## src/rtl/core/mhk_pkg.sv

```systemverilog
// Shared types and codes for the max-heap key engine.
// Holds the operation and status codes and the request and result structures.
// Depends on nothing; every other file of the block refers to it by scoped names.
`default_nettype none

package mhk_pkg;

  localparam int unsigned KEY_W   = 32;
  localparam int unsigned SLOT_W  = 11;
  localparam int unsigned COUNT_W = 11;

  typedef enum logic [1:0] {
    OP_APPEND = 2'd0,
    OP_CHANGE = 2'd1,
    OP_REMOVE = 2'd2,
    OP_READ   = 2'd3
  } op_t;

  typedef enum logic [1:0] {
    ST_OK       = 2'd0,
    ST_BAD_SLOT = 2'd1,
    ST_FULL     = 2'd2
  } status_t;

  typedef struct packed {
    op_t                       operation;
    logic [SLOT_W-1:0]         slot;
    logic signed [KEY_W-1:0]   key_value;
  } req_t;

  typedef struct packed {
    status_t                   status;
    logic signed [KEY_W-1:0]   read_key;
    logic [COUNT_W-1:0]        heap_count;
    logic signed [KEY_W-1:0]   top_key;
  } res_t;

endpackage

`default_nettype wire

```

## src/rtl/core/mhk_sift.sv

```systemverilog
// Operation sequencer of the max-heap key engine: decodes an item, walks the heap
// up and then down through the key memory, and presents the result. Uses mhk_pkg.
`default_nettype none

module mhk_sift #(
  parameter int unsigned HEAP_DEPTH = 1024,
  parameter int unsigned AW         = 10
) (
  input  wire logic                              clk,
  input  wire logic                              rst_n,
  input  wire logic                              req_valid,
  input  wire mhk_pkg::req_t                     req,
  output logic                                   req_ready,
  output logic                                   res_valid,
  output mhk_pkg::res_t                          res,
  input  wire logic                              res_take,
  output logic                                   mem_we,
  output logic [AW-1:0]                          mem_waddr,
  output logic signed [mhk_pkg::KEY_W-1:0]       mem_wdata,
  output logic                                   mem_re,
  output logic [AW-1:0]                          mem_raddr,
  input  wire logic signed [mhk_pkg::KEY_W-1:0]  mem_rdata
);

  localparam int unsigned SW = $clog2(HEAP_DEPTH + 1);
  localparam int unsigned CW = (SW > mhk_pkg::SLOT_W) ? SW : mhk_pkg::SLOT_W;

  typedef enum logic [8:0] {
    S_IDLE = 9'b000000001,
    S_RDW  = 9'b000000010,
    S_RMW  = 9'b000000100,
    S_UPS  = 9'b000001000,
    S_UPC  = 9'b000010000,
    S_DNL  = 9'b000100000,
    S_DNR  = 9'b001000000,
    S_DNC  = 9'b010000000,
    S_FIN  = 9'b100000000
  } state_t;

  state_t                           state_r, state_nxt;
  logic [SW-1:0]                    size_r, size_nxt;
  logic [SW-1:0]                    p_r, p_nxt;
  logic signed [mhk_pkg::KEY_W-1:0] key_r, key_nxt;
  logic signed [mhk_pkg::KEY_W-1:0] left_r, left_nxt;
  logic                             rok_r, rok_nxt;
  mhk_pkg::status_t                 status_r, status_nxt;
  logic signed [mhk_pkg::KEY_W-1:0] rkey_r, rkey_nxt;
  logic signed [mhk_pkg::KEY_W-1:0] top_r;

  logic [CW-1:0]                    slot_ext;
  logic [CW-1:0]                    size_ext;
  logic [SW-1:0]                    slot_pos;
  logic                             slot_ok;
  logic                             full;
  logic [SW-1:0]                    parent;
  logic [SW-1:0]                    grand;
  logic [SW:0]                      lpos;
  logic [SW:0]                      rpos;
  logic [SW:0]                      size_w;
  logic signed [mhk_pkg::KEY_W-1:0] best_key;
  logic [SW-1:0]                    best_pos;
  logic                             best_moved;

  function automatic logic [AW-1:0] pos_addr(input logic [SW-1:0] pos);
    logic [SW-1:0] d;
    d = pos - SW'(1);
    return d[AW-1:0];
  endfunction

  assign slot_ext = CW'(req.slot);
  assign size_ext = CW'(size_r);
  assign slot_ok  = (slot_ext != '0) && (slot_ext <= size_ext);
  assign slot_pos = slot_ext[SW-1:0];
  assign full     = (size_r == SW'(HEAP_DEPTH));
  assign parent   = p_r >> 1;
  assign grand    = p_r >> 2;
  assign lpos     = {p_r, 1'b0};
  assign rpos     = {p_r, 1'b1};
  assign size_w   = {1'b0, size_r};

  // Larger child wins only when strictly greater; ties go to the left child.
  always_comb begin
    best_key   = key_r;
    best_pos   = p_r;
    best_moved = 1'b0;
    if (left_r > key_r) begin
      best_key   = left_r;
      best_pos   = lpos[SW-1:0];
      best_moved = 1'b1;
    end
    if (rok_r && (mem_rdata > best_key)) begin
      best_key   = mem_rdata;
      best_pos   = rpos[SW-1:0];
      best_moved = 1'b1;
    end
  end

  always_comb begin
    state_nxt  = state_r;
    size_nxt   = size_r;
    p_nxt      = p_r;
    key_nxt    = key_r;
    left_nxt   = left_r;
    rok_nxt    = rok_r;
    status_nxt = status_r;
    rkey_nxt   = rkey_r;
    mem_we     = 1'b0;
    mem_waddr  = '0;
    mem_wdata  = '0;
    mem_re     = 1'b0;
    mem_raddr  = '0;
    case (state_r)
      S_IDLE: begin
        if (req_valid) begin
          status_nxt = mhk_pkg::ST_OK;
          rkey_nxt   = '0;
          state_nxt  = S_FIN;
          if (req.operation == mhk_pkg::OP_APPEND) begin
            if (full) begin
              status_nxt = mhk_pkg::ST_FULL;
            end else begin
              mem_we    = 1'b1;
              mem_waddr = size_r[AW-1:0];
              mem_wdata = req.key_value;
              size_nxt  = size_r + SW'(1);
            end
          end else if (!slot_ok) begin
            status_nxt = mhk_pkg::ST_BAD_SLOT;
          end else begin
            case (req.operation)
              mhk_pkg::OP_CHANGE: begin
                key_nxt   = req.key_value;
                p_nxt     = slot_pos;
                state_nxt = S_UPS;
              end
              mhk_pkg::OP_REMOVE: begin
                p_nxt = slot_pos;
                if (slot_pos == size_r) begin
                  size_nxt = size_r - SW'(1);
                end else begin
                  mem_re    = 1'b1;
                  mem_raddr = pos_addr(size_r);
                  state_nxt = S_RMW;
                end
              end
              mhk_pkg::OP_READ: begin
                mem_re    = 1'b1;
                mem_raddr = pos_addr(slot_pos);
                state_nxt = S_RDW;
              end
              default: begin
                state_nxt = S_FIN;
              end
            endcase
          end
        end
      end
      S_RDW: begin
        rkey_nxt  = mem_rdata;
        state_nxt = S_FIN;
      end
      S_RMW: begin
        key_nxt   = mem_rdata;
        size_nxt  = size_r - SW'(1);
        state_nxt = S_UPS;
      end
      S_UPS: begin
        if (p_r == SW'(1)) begin
          state_nxt = S_DNL;
        end else begin
          mem_re    = 1'b1;
          mem_raddr = pos_addr(parent);
          state_nxt = S_UPC;
        end
      end
      S_UPC: begin
        if (key_r > mem_rdata) begin
          mem_we    = 1'b1;
          mem_waddr = pos_addr(p_r);
          mem_wdata = mem_rdata;
          p_nxt     = parent;
          if (parent == SW'(1)) begin
            state_nxt = S_DNL;
          end else begin
            mem_re    = 1'b1;
            mem_raddr = pos_addr(grand);
          end
        end else begin
          state_nxt = S_DNL;
        end
      end
      S_DNL: begin
        if (lpos > size_w) begin
          mem_we    = 1'b1;
          mem_waddr = pos_addr(p_r);
          mem_wdata = key_r;
          state_nxt = S_FIN;
        end else begin
          mem_re    = 1'b1;
          mem_raddr = pos_addr(lpos[SW-1:0]);
          state_nxt = S_DNR;
        end
      end
      S_DNR: begin
        left_nxt  = mem_rdata;
        rok_nxt   = (rpos <= size_w);
        state_nxt = S_DNC;
        if (rpos <= size_w) begin
          mem_re    = 1'b1;
          mem_raddr = pos_addr(rpos[SW-1:0]);
        end
      end
      S_DNC: begin
        mem_we    = 1'b1;
        mem_waddr = pos_addr(p_r);
        mem_wdata = best_key;
        if (best_moved) begin
          p_nxt     = best_pos;
          state_nxt = S_DNL;
        end else begin
          state_nxt = S_FIN;
        end
      end
      S_FIN: begin
        if (res_take) begin
          state_nxt = S_IDLE;
        end
      end
      default: begin
        state_nxt = S_IDLE;
      end
    endcase
  end

  always_ff @(posedge clk) begin
    if (!rst_n) begin
      state_r <= S_IDLE;
      size_r  <= '0;
    end else begin
      state_r <= state_nxt;
      size_r  <= size_nxt;
    end
  end

  // Position one is mirrored in a register so the top key needs no read port.
  always_ff @(posedge clk) begin
    p_r      <= p_nxt;
    key_r    <= key_nxt;
    left_r   <= left_nxt;
    rok_r    <= rok_nxt;
    status_r <= status_nxt;
    rkey_r   <= rkey_nxt;
    if (mem_we && (mem_waddr == '0)) begin
      top_r <= mem_wdata;
    end
  end

  assign req_ready      = (state_r == S_IDLE);
  assign res_valid      = (state_r == S_FIN);
  assign res.status     = status_r;
  assign res.read_key   = rkey_r;
  assign res.heap_count = size_ext[mhk_pkg::COUNT_W-1:0];
  assign res.top_key    = (size_r == '0) ? '0 : top_r;

endmodule

`default_nettype wire

```

## config.mk

```make
export PLATFORM = sky130hd
export DESIGN_NAME = mhk_sift
export DESIGN_NICKNAME = d
export VERILOG_FILES = /design/src/rtl/core/mhk_pkg.sv /design/src/rtl/core/mhk_sift.sv
export SDC_FILE = /design/constraint.sdc
export NUM_CORES = 1
export LEC_CHECK = 0
export BUFFER_PORTS_ARGS = -buffer_cell sky130_fd_sc_hd__buf_2
export CAP_MARGIN = 20
export CORE_UTILIZATION = 60
export CTS_BUF_LIST = sky130_fd_sc_hd__clkbuf_4
export DETAILED_ROUTE_END_ITERATION = 10
export PLACE_DENSITY = 0.93
export SLEW_MARGIN = 30
export SYNTH_ARGS = -nofsm -noshare
export SYNTH_HDL_FRONTEND = slang
export SYNTH_SLANG_ARGS = --single-unit
```

## constraint.sdc

```tcl
create_clock -name clk -period 13.6 [get_ports clk]
set_clock_uncertainty 0.15 [all_clocks]
set_input_delay 0.68 -clock clk [delete_from_list [all_inputs] [get_ports clk]]
set_output_delay 0.68 -clock clk [all_outputs]
set_load 0.05 [all_outputs]
```

Yosys cells after proc, flatten, opt, wreduce, memory -nomap -nowiden
Index checks and enable logic that the tools add are counted.
Word-level totals
  bits in registers: 162
  bits of input ports: 81
  output and inout bits: 133
  word-level logic and storage cells: 153
Cells by class
  add/subtract/negate cells: 8
  order comparisons: 6
  equal/unequal tests: 30
  mux-type cells: 83
  reductions and logical operators: 17
Operator list (number)
  two-way mux 32 bit: 13
  two-way mux 11 bit: 14
  two-way mux 10 bit: 14
  one-hot mux 32 bit (2 select lines): 2
  one-hot mux 32 bit (4 select lines): 1
  greater-than comparator 32 bit: 3
  two-way mux 9 bit: 9
  one-hot mux 9 bit (9 select lines): 1
  one-hot mux 10 bit (5 select lines): 1
  subtractor 10 x 1 -> 10 bit (second input constant): 5
  one-hot mux 10 bit (4 select lines): 1
  one-hot mux 11 bit (3 select lines): 1
  one-hot mux 9 bit (3 select lines): 1
  one-hot mux 11 bit (2 select lines): 1
  one-hot mux 10 bit (2 select lines): 1
  two-way mux 1 bit: 17
  greater-than comparator 12 x 11 -> 1 bit: 1
  less-or-equal comparator 12 x 11 -> 1 bit: 1
  adder 11 x 1 -> 11 bit (second input constant): 1
  == test 11 x 1 -> 1 bit (second input constant): 1
  == test 11 bit: 1
  == test 11 bit (second input constant): 1
  less-or-equal comparator 11 bit: 1
  logical NOT 11 bit: 1
  35 further kinds: 51

Depth between registers and ports, before layout
  depth in word-level cells: 7
  depth in mapped cells: 21
  gate-level depth less buffers: 18

Worst setup path before layout
Ideal clock, no wire load.
  kind: register -> output
  start point: register key_r[27] in the netlist's numbering
  end point: output port mem_wdata[10] in the netlist's numbering
  arrival time: 4969 ps
  required time: 12770 ps
  setup slack: 7801 ps
  cell stages (with the launch flop): 21
  path buffers: 3
  cell sequence: edfxtp_1 -> inv_1 -> ha_1 -> nand4_1 -> nor4_1 -> nand3_1 -> or4_1 -> o221ai_1 -> buf_4 -> buf_4 -> mux2i_1 -> ha_1 -> a21o_1 -> a21o_1 -> a211oi_1 -> o211ai_1 -> a21o_1 -> xnor2_1 -> a31oi_4 -> buf_2 -> o21ai_1
On the way
  word-level cells in the longest chain between the ends: 6
  elaborated cells on any way between the ends: 8
  those cells by class: 3 x order compare; 4 x mux; 1 x reduce/logical
Ends and longest elaborated chain
  start, declared: line mhk_sift.sv:43  | logic signed [mhk_pkg::KEY_W-1:0] key_r, key_nxt;
  start signal, assigned: line mhk_sift.sv:248  | key_r <= key_nxt;
  greater-than comparator 32 bit: line mhk_sift.sv:86  | if (left_r > key_r) begin
  two-way mux 32 bit: line mhk_sift.sv:86
  greater-than comparator 32 bit: line mhk_sift.sv:91  | if (rok_r && (mem_rdata > best_key)) begin
  logical AND 1 bit: line mhk_sift.sv:91
  two-way mux 32 bit: line mhk_sift.sv:91
  one-hot mux 32 bit (4 select lines) *: line mhk_sift.sv:112  | case (state_r)
  end, declared: line mhk_sift.sv:19  | output logic signed [mhk_pkg::KEY_W-1:0] mem_wdata,
Every way passes the cells marked *; elsewhere a longest branch is shown, timed or not.

Final worst setup path
  start point: register key_r[25] in the netlist's numbering
  end point: output port mem_wdata[4] in the netlist's numbering
The elaborated chain is that of the path after synthesis.

==> flow_metrics.tcl <==
set metrics [dict create \
    criticalPathCategory "reg2out" \
    initial_core_util_pct 61.12 \
    maxCapViolCount 0 \
    drv_slew 0 \
    synth.distinct_cells 70 \
    max_slew_margin_pct 33.23 \
    hold_violations 0 \
    arrival_ns 6.91 \
    ys_warn_count 0 \
    place_inst 1654 \
    synth_area_um2 11860 \
    drtIter0Drc 1160 \
    cts-root-buf "clkbuf_4" \
    track_usage_pct 34.73 \
    p_leak_nw 5.909 \
    vdd_drop_max_mv 0.05747 \
    grt_max_degree 69 \
    layout_setup_ws_ns 5.864 \
    timing.setup.tns_ns 0 \
    first_pass_iters 7 \
    hold_class "in2reg" \
    crit_chain "inv_1, ha_1, nand4_1, nor4_1, nand3_1, or4_1, o221ai_4, buf_4, mux2i_1, ha_1, nand4_1, nor3_1, nand2_1, a21oi_1, a21o_1, xnor2_1, a31oi_4, buf_4, o221ai_1, buf_2" \
    rsz0062_at_grt "no" \
    period_minus_slack_ns 7.736 \
    grt_pass1_vias 10640 \
    grt_pass1_wl_mm 54.19 \
    drc_errors 0 \
    clock_sinks 162 \
    setup_viol 0 \
    fin_crit_sh_pct 56.88 \
    antenna_found_initial 2 \
    synthesis.instances 1219 \
    htreeDepth 4 \
    ctsHoldBuffers 0 \
    vias 11100 \
    clk_pin_slew_ns 0.16 \
    synth_edf_count 142 \
    slowest_stage "or4_1" \
    wl_per_cell_um 20.77 \
    die_h_um 142.6 \
    cp_top_family "simple AND/OR/NAND/NOR gates" \
    port_buffers 213 \
    place_ws_ns 6.678 \
    rows 51 \
    crit_path_max_incr_delay_ns 0.60 \
    p_per_area_nw_per_um2 108.2 \
    ctsResizeCount 0 \
    outcome "completed" \
    core_um2 19400 \
    viasPerCell 6.576 \
    synth_ff_type "edfxtp_1" \
    synth-async-reset-ratio_pct 0 \
    final_layout_size_suffix_gt1_share_pct 21.32 \
    globalplace.congestion 1.020 \
    ys_seq_elements 162 \
    dieArea_um2 20330 \
    fmax_ghz 0.1293 \
    die_w_um 142.6 \
    post_synth.cell_area_avg_um2 9.726 \
    fin_cells 1688 \
    routed_wl_mm 35.07 \
    insertion_delay_ns 0.59 \
    dp_hpwl_mm 26.10 \
    top_level_ports 214 \
    crit_buf_inv 4 \
    synthesis.nets 1432 \
    worst_pin_slew_ns 1.002 \
    nets 1621 \
    ant_nets 0 \
    ys_seq_area_share_pct 39.34 \
    post-route-util_pct 69.31 \
    post_cts_buffers 0 \
    startpoint_type "flop" \
    required_ns 12.77 \
    critPathMaxFanout 22 \
    cp-end-kind "output port" \
    power.total_mw 1.455 \
    cts_tree "built" \
    cts_buffers 17 \
    clk_path_buf_depth 2 \
    gr-total-overflow 0 \
    areaGrowthSynthToFinish_pct 13.40 \
]
report_power, final:
part | leakage [nW] | switching, mW | internal, mW
registers | 1.48 | 0.0232 | 0.578
logic | 4.27 | 0.403 | 0.140
clock network | 0.158 | 0.194 | 0.117
total | 5.91 | 0.621 | 0.835
worst register-to-register path: stages (launching register included):
cell and delay [ns]:
edfxtp_1 0.44, inv_1 0.06, ha_1 0.30, nand4_1 0.14
nor4_1 0.46, nand3_1 0.19, or4_1 0.60, o221ai_4 0.30
buf_4 0.48, mux2i_1 0.33, ha_1 0.27, nand4_1 0.24
nor3_1 0.51, nand2_1 0.11, a21oi_1 0.21, a21o_1 0.16
xnor2_1 0.13, a31oi_4 0.47, buf_4 0.43, o221ai_1 0.25
final timing paths:
path,from,to,slack [ns],cells after the start
min,mem_rdata[8],left_r[8],0.15,1
max reg2reg,key_r[25],top_r[4],7.12,19
max,key_r[25],mem_wdata[4],5.86,20
min reg2reg,size_ext[10],size_ext[10],0.40,2
area by class of cell:
class                      count  area, um^2
antenna                        2       5.005
sequential                   162        4664
clock inverter                14       163.9
inverter                      96       360.3
timing repair buffer         226        1171
multi-input combinational    905        6614
tap                          265       331.6
fill                        1428        5953
clock buffer                  18       135.1
cells in the mapped netlist (5+ instances only):
library cell,n,area (um^2)
o221ai_1,6,52.55
a21oi_1,55,275.3
nand3_1,21,105.1
xor2_1,17,148.9
a31oi_1,6,37.54
mux2i_1,32,320.3
nor3b_1,5,37.54
clkbuf_1,42,157.7
nand2b_1,8,50.05
nor2b_1,43,269.0
o21ai_0,66,330.3
o21a_1,17,127.6
nand4_1,18,112.6
nor2_1,92,345.3
dfxtp_1,20,400.4
or3_1,15,93.84
nand4b_1,5,43.79
a221o_1,8,80.08
buf_2,6,30.03
a22oi_1,47,352.8
o221ai_2,21,315.3
nor3_1,18,90.09
ha_1,132,1652
nor4b_1,5,43.79
a211oi_1,12,90.09
o22ai_1,14,87.58
or4_1,5,37.54
and3_1,17,106.4
nor4_1,8,50.05
edfxtp_1,142,4264
a21o_1,18,135.1
nand2_1,92,345.3
and2_1,8,50.05
xnor2_1,24,210.2
inv_1,94,352.8
o211ai_1,10,75.07
o21ai_1,18,90.09
state kept, by name (all words and copies together) (netlist names):
name      cells
left_r       32
top_r        32
rok_r         1
status_r      2
rkey_r       32
key_r        32
state_r       9
size_ext     11
p_r          11
layer usage:
layer  wire length (um)  vias to the layer above  GRT usage (%)
li1                   -                     4931              -
met1              12610                     5176          40.87
met2              16470                      803          57.61
met3               3858                      190          7.369
met4               2125                        0          22.41
met5                  0                        -              0
layout by cell type (no fill, tap or decap), drive strengths merged, types with 10 or more instances in the layout:
master,instances
nand4,18
a21o,18
nor3,19
nor2b,43
a211oi,12
ha,132
o221ai,27
edfxtp,142
dfxtp,20
nor2,92
a21oi,56
o211ai,10
buf,226
nand3,21
or3,16
a22oi,47
xnor2,24
nand2,93
o21a,17
inv,102
xor2,17
o21ai,84
clkbuf,18
and3,17
o22ai,14
mux2i,32
logic make-up after synthesis:
family          Yosys count  share of synthesized area (%)
xor+xnor                 41                          3.029
fa+ha+maj               132                          13.93
simple gates            372                          16.02
flops                   162                          39.34
mux                      32                          2.702
compound gates          328                          19.79
buf+inv                 152                          5.192
stage by stage:
stage | cell area (um^2) | hold WS (ns)
detailed placement | 13140 | 0.3846
floorplan | 11860 | 0.4999
finish | 13450 | 0.1463
global route | 13450 | 0.1152
global placement | 13130 | 0.3577
CTS | 13440 | 0.1285
Power figures use the tool's default switching activity.
